File: src/rtl/tfl_pkg.sv
// Shared constants, codes and types for the TLB lookup block.
// No dependencies; imported by every module in rtl/.
`default_nettype none

package tfl_pkg;

    localparam int TLB_ENTRIES = 8;
    localparam int OFFSET_BITS = 12;
    localparam int ADDR_W      = 32;
    localparam int FRAME_W     = 20;
    localparam int PAGE_W      = ADDR_W - OFFSET_BITS;
    localparam int IDX_W       = $clog2(TLB_ENTRIES);
    localparam int COUNT_W     = $clog2(TLB_ENTRIES + 1);

    // Stream packing
    localparam int IN_DATA_W   = ((ADDR_W + FRAME_W + 7) / 8) * 8;
    localparam int OUT_DATA_W  = 3 * ADDR_W;

    // Item kinds
    localparam logic ACT_TRANSLATE = 1'b0;
    localparam logic ACT_FILL      = 1'b1;

    // Replacement policy
    localparam logic POL_FIFO = 1'b0;
    localparam logic POL_LRU  = 1'b1;

    typedef struct packed {
        logic               fire;
        logic               fill;
        logic               lru;
        logic [PAGE_W-1:0]  page;
        logic [FRAME_W-1:0] frame;
    } tfl_req_t;

    typedef struct packed {
        logic               hit;
        logic [FRAME_W-1:0] frame;
    } tfl_rsp_t;

endpackage

`default_nettype wire

File: src/rtl/tlb_fifo_lru_lookup.sv
// The input register and the result register lie between input transfer and result valid.
// Throughput: one transfer per cycle while m_axis_tready holds; lookup, reorder and fill
// all resolve in the single combinational pass through the tag compare between the two registers.
// Reset (rst_n, async, active low): table empty, both counters zero, FIFO policy.
// Depends on tfl_pkg and tfl_table.
`default_nettype none

module tlb_fifo_lru_lookup (
    input  wire logic                           clk,
    input  wire logic                           rst_n,

    // Policy register write channel
    input  wire logic                           cfg_valid,
    output      logic                           cfg_ready,
    input  wire logic                           cfg_data,       // replace_policy

    // Input stream
    input  wire logic                           s_axis_tvalid,
    output      logic                           s_axis_tready,
    input  wire logic [tfl_pkg::IN_DATA_W-1:0]  s_axis_tdata,   // virt_addr, fill_frame, pad
    input  wire logic                           s_axis_tuser,   // action

    // Result stream
    output      logic                           m_axis_tvalid,
    input  wire logic                           m_axis_tready,
    output      logic [tfl_pkg::OUT_DATA_W-1:0] m_axis_tdata,   // phys_addr, hits, lookups
    output      logic                           m_axis_tuser    // hit
);
    import tfl_pkg::*;

    // Policy register: the user must write it only while idle (the block does not enforce this), so always ready
    logic policy_reg;

    // Input register
    logic               in_valid_reg;
    logic               in_fill_reg;
    logic [ADDR_W-1:0]  in_addr_reg;
    logic [FRAME_W-1:0] in_frame_reg;

    // Result register and counters
    logic               out_valid_reg;
    logic               out_hit_reg;
    logic [ADDR_W-1:0]  out_phys_reg;
    logic [ADDR_W-1:0]  hit_cnt_reg;
    logic [ADDR_W-1:0]  lookup_cnt_reg;

    logic               advance;
    logic               in_take;
    logic               lookup_hit;
    logic [ADDR_W-1:0]  phys;
    logic [FRAME_W+ADDR_W-1:0] phys_wide;

    tfl_req_t req;
    tfl_rsp_t rsp;

    // Stage moves when the result register is empty or being drained
    assign advance       = in_valid_reg && (!out_valid_reg || m_axis_tready);
    assign s_axis_tready = !in_valid_reg || advance;
    assign in_take       = s_axis_tvalid && s_axis_tready;
    assign cfg_ready     = 1'b1;

    assign req.fire  = advance;
    assign req.fill  = (in_fill_reg == ACT_FILL);
    assign req.lru   = (policy_reg == POL_LRU);
    assign req.page  = in_addr_reg[ADDR_W-1:OFFSET_BITS];
    assign req.frame = in_frame_reg;

    tfl_table u_table (
        .clk   (clk),
        .rst_n (rst_n),
        .req   (req),
        .rsp   (rsp)
    );

    assign lookup_hit = (in_fill_reg == ACT_TRANSLATE) && rsp.hit;

    // Frame joined above the page offset; the frame fills bits 31:12 exactly
    assign phys_wide = ({{ADDR_W{1'b0}}, rsp.frame} << OFFSET_BITS)
                     | (FRAME_W+ADDR_W)'(in_addr_reg[OFFSET_BITS-1:0]);
    assign phys      = lookup_hit ? phys_wide[ADDR_W-1:0] : '0;

    always_ff @(posedge clk or negedge rst_n)
    begin
        if (!rst_n)
        begin
            policy_reg <= POL_FIFO;
        end
        else if (cfg_valid && cfg_ready)
        begin
            policy_reg <= cfg_data;
        end
    end

    always_ff @(posedge clk or negedge rst_n)
    begin
        if (!rst_n)
        begin
            in_valid_reg <= 1'b0;
        end
        else if (s_axis_tready)
        begin
            in_valid_reg <= s_axis_tvalid;
        end
    end

    always_ff @(posedge clk)
    begin
        if (in_take)
        begin
            in_fill_reg  <= s_axis_tuser;
            in_addr_reg  <= s_axis_tdata[ADDR_W-1:0];
            in_frame_reg <= s_axis_tdata[ADDR_W+FRAME_W-1:ADDR_W];
        end
    end

    // Counters only move with a result load, so they always match the held result
    always_ff @(posedge clk or negedge rst_n)
    begin
        if (!rst_n)
        begin
            out_valid_reg  <= 1'b0;
            hit_cnt_reg    <= '0;
            lookup_cnt_reg <= '0;
        end
        else
        begin
            if (advance)
            begin
                out_valid_reg <= 1'b1;
                if (in_fill_reg == ACT_TRANSLATE)
                begin
                    lookup_cnt_reg <= lookup_cnt_reg + ADDR_W'(1);
                end
                if (lookup_hit)
                begin
                    hit_cnt_reg <= hit_cnt_reg + ADDR_W'(1);
                end
            end
            else if (m_axis_tready)
            begin
                out_valid_reg <= 1'b0;
            end
        end
    end

    always_ff @(posedge clk)
    begin
        if (advance)
        begin
            out_hit_reg  <= lookup_hit;
            out_phys_reg <= phys;
        end
    end

    assign m_axis_tvalid = out_valid_reg;
    assign m_axis_tuser  = out_hit_reg;
    assign m_axis_tdata  = {lookup_cnt_reg, hit_cnt_reg, out_phys_reg};

endmodule

`default_nettype wire

File: src/rtl/tfl_table.sv
// Eight-slot age-ordered tag/frame table: parallel compare, FIFO/LRU reorder, fill.
// Depends on tfl_pkg.
`default_nettype none

module tfl_table (
    input  wire logic              clk,
    input  wire logic              rst_n,
    input  tfl_pkg::tfl_req_t      req,
    output tfl_pkg::tfl_rsp_t      rsp
);
    import tfl_pkg::*;

    logic [PAGE_W-1:0]  tag_reg   [TLB_ENTRIES];
    logic [PAGE_W-1:0]  tag_next  [TLB_ENTRIES];
    logic [FRAME_W-1:0] frame_reg [TLB_ENTRIES];
    logic [FRAME_W-1:0] frame_next[TLB_ENTRIES];
    logic [COUNT_W-1:0] count_reg;
    logic [COUNT_W-1:0] count_next;

    logic [TLB_ENTRIES-1:0] match;
    logic                   any_hit;
    logic [IDX_W-1:0]       hit_idx;
    logic [IDX_W-1:0]       last_idx;
    logic                   full;

    // Parallel compare over occupied slots
    always_comb
    begin
        for (int i = 0; i < TLB_ENTRIES; i++)
        begin
            match[i] = (COUNT_W'(i) < count_reg) && (tag_reg[i] == req.page);
        end
    end

    // Oldest match wins
    always_comb
    begin
        hit_idx = '0;
        for (int i = TLB_ENTRIES - 1; i >= 0; i--)
        begin
            if (match[i])
            begin
                hit_idx = IDX_W'(i);
            end
        end
    end

    assign any_hit  = |match;
    assign full     = (count_reg == COUNT_W'(TLB_ENTRIES));
    assign last_idx = IDX_W'(count_reg - COUNT_W'(1));

    assign rsp.hit   = any_hit;
    assign rsp.frame = frame_reg[hit_idx];

    always_comb
    begin
        tag_next   = tag_reg;
        frame_next = frame_reg;
        count_next = count_reg;
        if (req.fire)
        begin
            if (req.fill)
            begin
                if (full)
                begin
                    // evict oldest by shifting towards slot 0
                    for (int i = 0; i < TLB_ENTRIES - 1; i++)
                    begin
                        tag_next[i]   = tag_reg[i + 1];
                        frame_next[i] = frame_reg[i + 1];
                    end
                    tag_next[TLB_ENTRIES - 1]   = req.page;
                    frame_next[TLB_ENTRIES - 1] = req.frame;
                end
                else
                begin
                    tag_next[count_reg[IDX_W-1:0]]   = req.page;
                    frame_next[count_reg[IDX_W-1:0]] = req.frame;
                    count_next = count_reg + COUNT_W'(1);
                end
            end
            else if (any_hit && req.lru)
            begin
                // hit entry moves to newest end, those above it close the gap
                for (int i = 0; i < TLB_ENTRIES - 1; i++)
                begin
                    if ((IDX_W'(i) >= hit_idx) && (IDX_W'(i) < last_idx))
                    begin
                        tag_next[i]   = tag_reg[i + 1];
                        frame_next[i] = frame_reg[i + 1];
                    end
                end
                tag_next[last_idx]   = tag_reg[hit_idx];
                frame_next[last_idx] = frame_reg[hit_idx];
            end
        end
    end

    always_ff @(posedge clk)
    begin
        tag_reg   <= tag_next;
        frame_reg <= frame_next;
    end

    always_ff @(posedge clk or negedge rst_n)
    begin
        if (!rst_n)
        begin
            count_reg <= '0;
        end
        else
        begin
            count_reg <= count_next;
        end
    end

endmodule

`default_nettype wire
File: config.mk
export PLATFORM = sky130hd
export DESIGN_NAME = tlb_fifo_lru_lookup
export DESIGN_NICKNAME = d
export VERILOG_FILES = /design/src/rtl/tfl_pkg.sv /design/src/rtl/tlb_fifo_lru_lookup.sv /design/src/rtl/tfl_table.sv
export SDC_FILE = /design/constraint.sdc
export NUM_CORES = 1
export LEC_CHECK = 0
export CORE_MARGIN = 2
export CORE_UTILIZATION = 26
export DETAILED_ROUTE_END_ITERATION = 6
export DONT_BUFFER_PORTS = 1
export GPL_ROUTABILITY_DRIVEN = 0
export HOLD_SLACK_MARGIN = 0.03
export SYNTH_ARGS = -nofsm -noshare
export SYNTH_HDL_FRONTEND = slang
export SYNTH_SLANG_ARGS = --single-unit
File: constraint.sdc
create_clock -name clk -period 7.27 [get_ports clk]
set_clock_uncertainty 0.05 [all_clocks]
set_input_delay 0.3635 -clock clk [delete_from_list [all_inputs] [get_ports clk]]
set_output_delay 0.3635 -clock clk [all_outputs]
set_load 0.005 [all_outputs]
==> results of run 1 <==
-- synthesized netlist by cell type, drive strengths merged (10+ instances only) --
library cell | count | area, um2
nand3 | 83 | 415
clkbuf | 154 | 579
dfrtp | 71 | 1780
edfxtp | 406 | 12200
o21ai | 247 | 1240
nand3b | 13 | 97.6
a221o | 12 | 120
o22ai | 54 | 338
a211oi | 18 | 135
a221oi | 58 | 514
nor4 | 28 | 196
a21oi | 154 | 774
buf | 112 | 614
a22oi | 247 | 1850
mux2i | 105 | 1050
nand4 | 54 | 338
mux2 | 32 | 360
and4 | 11 | 96.3
nor2 | 165 | 624
nand2b | 15 | 93.8
xor2 | 64 | 568
a22o | 76 | 667
a211o | 20 | 175
o2bb2ai | 10 | 87.6
xnor2 | 163 | 1430
o221ai | 52 | 455
and2 | 23 | 144
nand2 | 212 | 796
nor3 | 37 | 190
inv | 13 | 48.8
o211ai | 36 | 270
and3 | 30 | 198
-- per-stage QoR --
| step | setup slack, ns | power [mW] | std cells | hold slack [ns] | instance area (um2) |
|---|---|---|---|---|---|
| floorplan | 1.03 | 5.86 | 2844 | 0.0179 | 29000 |
| global placement | 1.51 | 7.18 | 4146 | 0.0197 | 30600 |
| detailed placement | 1.49 | 7.23 | 4146 | 0.0194 | 30600 |
| CTS | 1.43 | 10.2 | 4310 | 0.152 | 33100 |
| global route | 1.17 | 10.6 | 4310 | 0.156 | 33100 |
| finish | 1.24 | 10.3 | 4310 | 0.159 | 33100 |
-- logic make-up after synthesis --
family / Yosys count
AO/OA/AOI/OAI: 1008
AND/OR/NAND/NOR: 710
flip-flops: 477
buffers and inverters: 280
XOR/XNOR: 227
multiplexers: 137
adder cells (fa/ha/maj): 4
other: 1
-- worst max-delay path, delay by kind of cell, from the launching register on --
| kind | cells | cell delay (ns) |
|---|---|---|
| compound gates | 2 | 0.87 |
| fa+ha+maj | 1 | 0.42 |
| buf+inv | 3 | 1.06 |
| flops | 1 | 0.84 |
| simple gates | 5 | 2.46 |
-- report_power, final --
group          internal [mW]  total (mW)  switching (mW)
Clock                   1.68        2.90            1.22
Combinational           1.08        3.55            2.47
Sequential              3.50        3.85           0.341
Total                   6.26        10.3            4.03
-- layout by cell type (no fill, tap or decap), types with 12 or more instances in the layout --
master	count
o221ai_1	52
dlygate4sd3_1	59
o211ai_1	36
a21oi_1	149
and3_1	28
mux2i_1	105
a221o_1	12
nor4_1	24
xor2_1	63
nand2b_1	15
edfxtp_1	406
o22ai_1	54
mux2_2	31
and2_1	21
o21ai_0	238
nor3_1	29
a22o_1	75
nand4_1	54
a221oi_1	56
nor2_1	154
clkbuf_1	13
clkbuf_16	60
nand3_1	81
a211oi_1	12
xnor2_1	163
a211o_1	20
nand2_1	210
buf_4	77
nand3b_1	13
a22oi_1	247
dfrtp_1	71
-- per-layer routing --
| layer | routed length [um] | global-route usage [%] |
|---|---|---|
| met2 | 50700 | 29.3 |
| met5 | 0 | 0 |
| met1 | 45700 | 26.3 |
| met4 | 6220 | 9.77 |
| met3 | 15300 | 5.40 |
-- area by class of cell --
class,count,area [um2]
inverter,14,53.8
multi-input combinational,2087,14100
sequential,477,14000
fill,11400,77600
tap,1488,1860
clock inverter,24,201
clock buffer,80,1650
timing repair buffer,140,1260
-- worst paths after layout --
path	cells past startpoint	slack, ns	from	endpoint
worst max-delay path	11	1.24	u_table.count_reg[0]$_DFFE_PN0P_	u_table.frame_reg[55]$_DFFE_PP_
worst min-delay path	1	0.16	s_axis_tvalid	in_frame_reg[18]$_DFFE_PP_
worst max register to register	11	1.24	u_table.count_reg[0]$_DFFE_PN0P_	u_table.frame_reg[55]$_DFFE_PP_
worst min register to register	2	0.43	in_valid_reg$_DFFE_PN0N_	m_axis_tvalid$_DFFE_PN0P_
max in group asynchronous	2	6.63	rst_n	lookup_cnt_reg[16]$_DFFE_PN0P_
min in group asynchronous	2	0.24	rst_n	lookup_cnt_reg[31]$_DFFE_PN0P_
==> qor.yml, run 1 <==
cts:
  clk_latency_ns: 0.65
  cts_sinks: 477
  cts_made_buffers: 57
  tritoncts: "built"
  cts_root_buf: "clkbuf_16"
  path_clk_slew_ns: 0.06
  post_cts_resized: 0
  post_cts_buffers: 0
  cts-htree-levels: 2
  ctsHoldBuffers: 60
  clock_path_buffers: 3
logic_synthesis:
  synth_cells: 2844
  synthArstFlopShare_pct: 14.9
  avgSynthCellArea_um2: 10.2
  synth_mux_area_share_pct: 4.86
  synth_compound_area_share_pct: 23.6
  synth_area_um2: 29000
  synth_edf_count: 406
  yosys.area_share.adder_pct: 0.172
  synth_top_family_by_area: "compound AO/OA/AOI/OAI gates"
  synth_simple_gate_area_share_pct: 12.0
  synth_xor_area_share_pct: 6.88
  yosysWarnings: 0
  yosys_register_bits: 477
  ys.flop_type: "edfxtp_1"
  ys_seq_area_share_pct: 48.1
  synth.distinct_cells: 80
  syn_nets: 2911
critical_path:
  slowest_stage: "dfrtp_1"
  worst-endpoint-arrival_ns: 6.29
  path_cells: "clkinv_1 -> ha_1 -> a2111oi_0 -> and4_1 -> nor2_1 -> buf_4 -> and3_1 -> nor3_4 -> o32ai_1 -> nor2_4 -> buf_12"
  critPathLaunchType: "flop"
  endpoint_kind: "flop"
  max_stage_delay_ns: 0.84
  path_class: "flop to flop"
  crit_fanout: 23
  required_ns: 7.52
timing:
  maxSlewViolCount: 0
  hold_viol_final: 0
  setup_tns_ns: 0
  finalSetupViolCount: 0
  rsz0062_at_grt: "false"
  relSlewSlack_pct: 9.40
  period_share_pct: 83.0
  tightest_slew_ns: 1.36
  max_freq_ghz: 0.166
  finalCriticalPeriod_ns: 6.03
final_layout:
  drive_above_1_share_pct: 9.25
  diodes: 0
  nets: 2844
  post-route-util_pct: 29.9
  syn_to_final_growth_pct: 13.9
place:
  numPortBuffers: 0
  dp_hpwl_um: 74900
drt:
  vias_per_cell: 6.07
  drc_errors: 0
  drt_iter0_markers: 3870
  routed_wl_um: 118000
  via_count: 26100
  routedWlPerCell_um: 27.4
  dr.pass1.iters: 6
  ant_nets: 0
global_route:
  track_usage_pct: 19.7
  antenna_found_initial: 1
  grt_max_degree: 78
  grt_first_pass_wirelength_um: 171000
  grt_pass1_vias: 24900
  overflow: 0
floorplanning:
  ios: 163
  dieArea_um2: 114000
  die_w_um: 338
  start_util_pct: 26.2
  rows: 122
  fp.dieH_um: 338
  core_um2: 111000
pwr:
  power.leakage_nw: 10.7
  p_per_area_nw_per_um2: 311
  peakVddDrop_mv: 0.237
worst_hold_path:
  holdCritPathClass: "primary input to flop"
outcome:
  status: "completed"
job:
  cap_violations: 0
(Power assumes the default switching activity.)
==> run 2: changes to the inputs <==
Clock period 7.27 ns to 5.7 ns, I/O delays scaled along.
==> run 2 against run 1 <==
Against the previous run: the run now ends with DRC left; total power up 31%; sequential share of layout area down 0.73 points; count of clock-buffer cells in the layout down 6; sequential power up 26%; register-to-register slack worse by 0.47 ns; combinational power up 31%; wire length up 0.28%; flip-flop and latch count unchanged; hold slack worse by 0.083 ns; die area unchanged; cell area up 1.8%; critical endpoint is now u_table.tag_reg[129]$_DFFE_PP_.
==> qor.yml, run 2 (same netlist as run 1, synthesis figures left out) <==
outcome:
  status: "complete, but fails checks"
  violations: "DRC"
final_layout:
  syn_to_final_growth_pct: 15.9
  final_cell_mix: "edfxtp_1, a22oi_1, o21ai_0"
  seqCellArea_um2: 14000
  multiInputGateArea_um2: 14100
  nets: 2888
  layout_commonest_cell: "edfxtp_1"
  fillCellCount: 11400
  drive_above_1_share_pct: 10.4
cts:
  cts_sinks: 477
  post_cts_buffers: 0
  cts_root_buf: "clkbuf_16"
  cts_made_buffers: 58
  clk_latency_ns: 0.66
  tritoncts: "built"
  clock_path_buffers: 3
  path_clk_slew_ns: 0.06
  cts-htree-levels: 2
critical_path:
  worst-endpoint-arrival_ns: 5.26
  required_ns: 6.03
  critPathLaunchType: "flop"
  endpoint_kind: "flop"
  path_class: "flop to flop"
  crit_fanout: 17
global_route:
  grt-busiest-layer: "met2"
  use_met3_pct: 4.99
  grt_pass1_vias: 25100
  met2_usage_pct: 29.4
  antenna_found_initial: 1
  overflow: 0
  grt_max_degree: 153
  use_met1_pct: 26.6
  grt_first_pass_wirelength_um: 173000
  track_usage_pct: 19.8
drt:
  via_count: 26400
  vias_per_cell: 6.06
  routed_wl_um: 118000
  ant_nets: 0
  routedWlPerCell_um: 27.1
  drc_errors: 1
  drt_iter0_markers: 4384
  dr.pass1.iters: 7
timing:
  hold_viol_final: 0
  finalCriticalPeriod_ns: 4.94
  relSlewSlack_pct: 11.1
  tightest_slew_ns: 1.33
  rsz0062_at_grt: "false"
  maxSlewViolCount: 0
  finalSetupViolCount: 0
  max_freq_ghz: 0.203
  worst_slack_ns: 0.763
  period_share_pct: 86.6
pwr:
  p_per_area_nw_per_um2: 401
  p_total_mw: 13.5
  power.leakage_nw: 11.0
  peakVddDrop_mv: 0.266
place:
  numPortBuffers: 0
  dp_hpwl_um: 76100
  dp_slack_ns: 0.986
job:
  cap_violations: 0
floorplanning:
  dieArea_um2: 114000
  fp.dieH_um: 338
  die_w_um: 338
  rows: 122
  ios: 163
  start_util_pct: 26.2
  core_um2: 111000
worst_hold_path:
  holdCritPathClass: "primary input to flop"
run 2: cell types whose count changed in the layout (fill, tap and decap cells not counted), moves of 4 or more:
cell / before / now
clkinv_1: 7 / 14
buf_4: 77 / 111
bufinv_16: 3 / 10
clkinv_2: 11 / 6
clkinvlp_4: 0 / 4
buf_12: 3 / 12
clkbuf_8: 7 / 0
run 2: power breakdown:
part	switching (mW)	total (mW)	internal, mW
Clock	1.59	3.99	2.39
Combinational	3.20	4.66	1.46
Sequential	0.375	4.84	4.47
Total	5.17	13.5	8.32
run 2: per-layer routing:
metal | wire length (um) | part of all wire (%) | vias up
met4 | 6260 | 5.3 | 0
met5 | 0 | 0 | -
met3 | 15300 | 13 | 385
met1 | 45700 | 39 | 12900
li1 | - | - | 11000
met2 | 51000 | 43 | 2096
run 2: per-stage QoR:
| stage | instances | area, um2 | utilization [%] | TNS [ns] | hold slack, ns |
|---|---|---|---|---|---|
| finish | 4360 | 33700 | 30.4 | 0 | 0.0762 |
| global route | 4358 | 33600 | 30.4 | 0 | 0.0900 |
| CTS | 4358 | 33600 | 30.4 | 0 | 0.0671 |
| detailed placement | 4189 | 31000 | 28.0 | 0 | -0.0591 |
| global placement | 4189 | 31000 | 28.0 | 0 | -0.0588 |
| floorplan | 2844 | 29000 | - | -90.45 | -0.0606 |
run 2: timing repair:
action	in CTS	in global routing
hold buffers	60	0
resized for setup	0	0
endpoints found under the hold margin	127	0
run 2: path summary, 6_finish.rpt:
kind                       depth (start not counted)                       from  slack (ns)                        endpoint
max                                               12  in_addr_reg[18]$_DFFE_PP_        0.76  u_table.tag_reg[129]$_DFFE_PP_
min                                                1              s_axis_tvalid        0.08           in_fill_reg$_DFFE_PP_
max reg2reg                                       12  in_addr_reg[18]$_DFFE_PP_        0.76  u_table.tag_reg[129]$_DFFE_PP_
min reg2reg                                        2   in_valid_reg$_DFFE_PN0N_        0.43       m_axis_tvalid$_DFFE_PN0P_
max in group asynchronous                          2                      rst_n        5.14     hit_cnt_reg[14]$_DFFE_PN0P_
min in group asynchronous                          2                      rst_n        0.14  lookup_cnt_reg[25]$_DFFE_PN0P_
run 2: area by class of cell:
class	instances	area share (%)
diodes	2	0.0149
clock buffers	74	4.68
clock inverters	35	1.28
inverters	14	0.156
multi-input cells	2087	41.8
flip-flops and latches	477	41.5
well taps	1488	5.53
repair buffers	183	5.03
run 2: critical path: stages, from the launching register on:
cell and delay [ns]:
edfxtp_1 0.68, xnor2_1 0.69, nand4_1 0.21, nor4_1 0.53, a22oi_1 0.31, nor3b_1 0.30, a21oi_4 0.37, buf_4 0.34
nand2b_1 0.30, buf_4 0.39, nor2_1 0.10, a221oi_1 0.23, o21ai_0 0.14
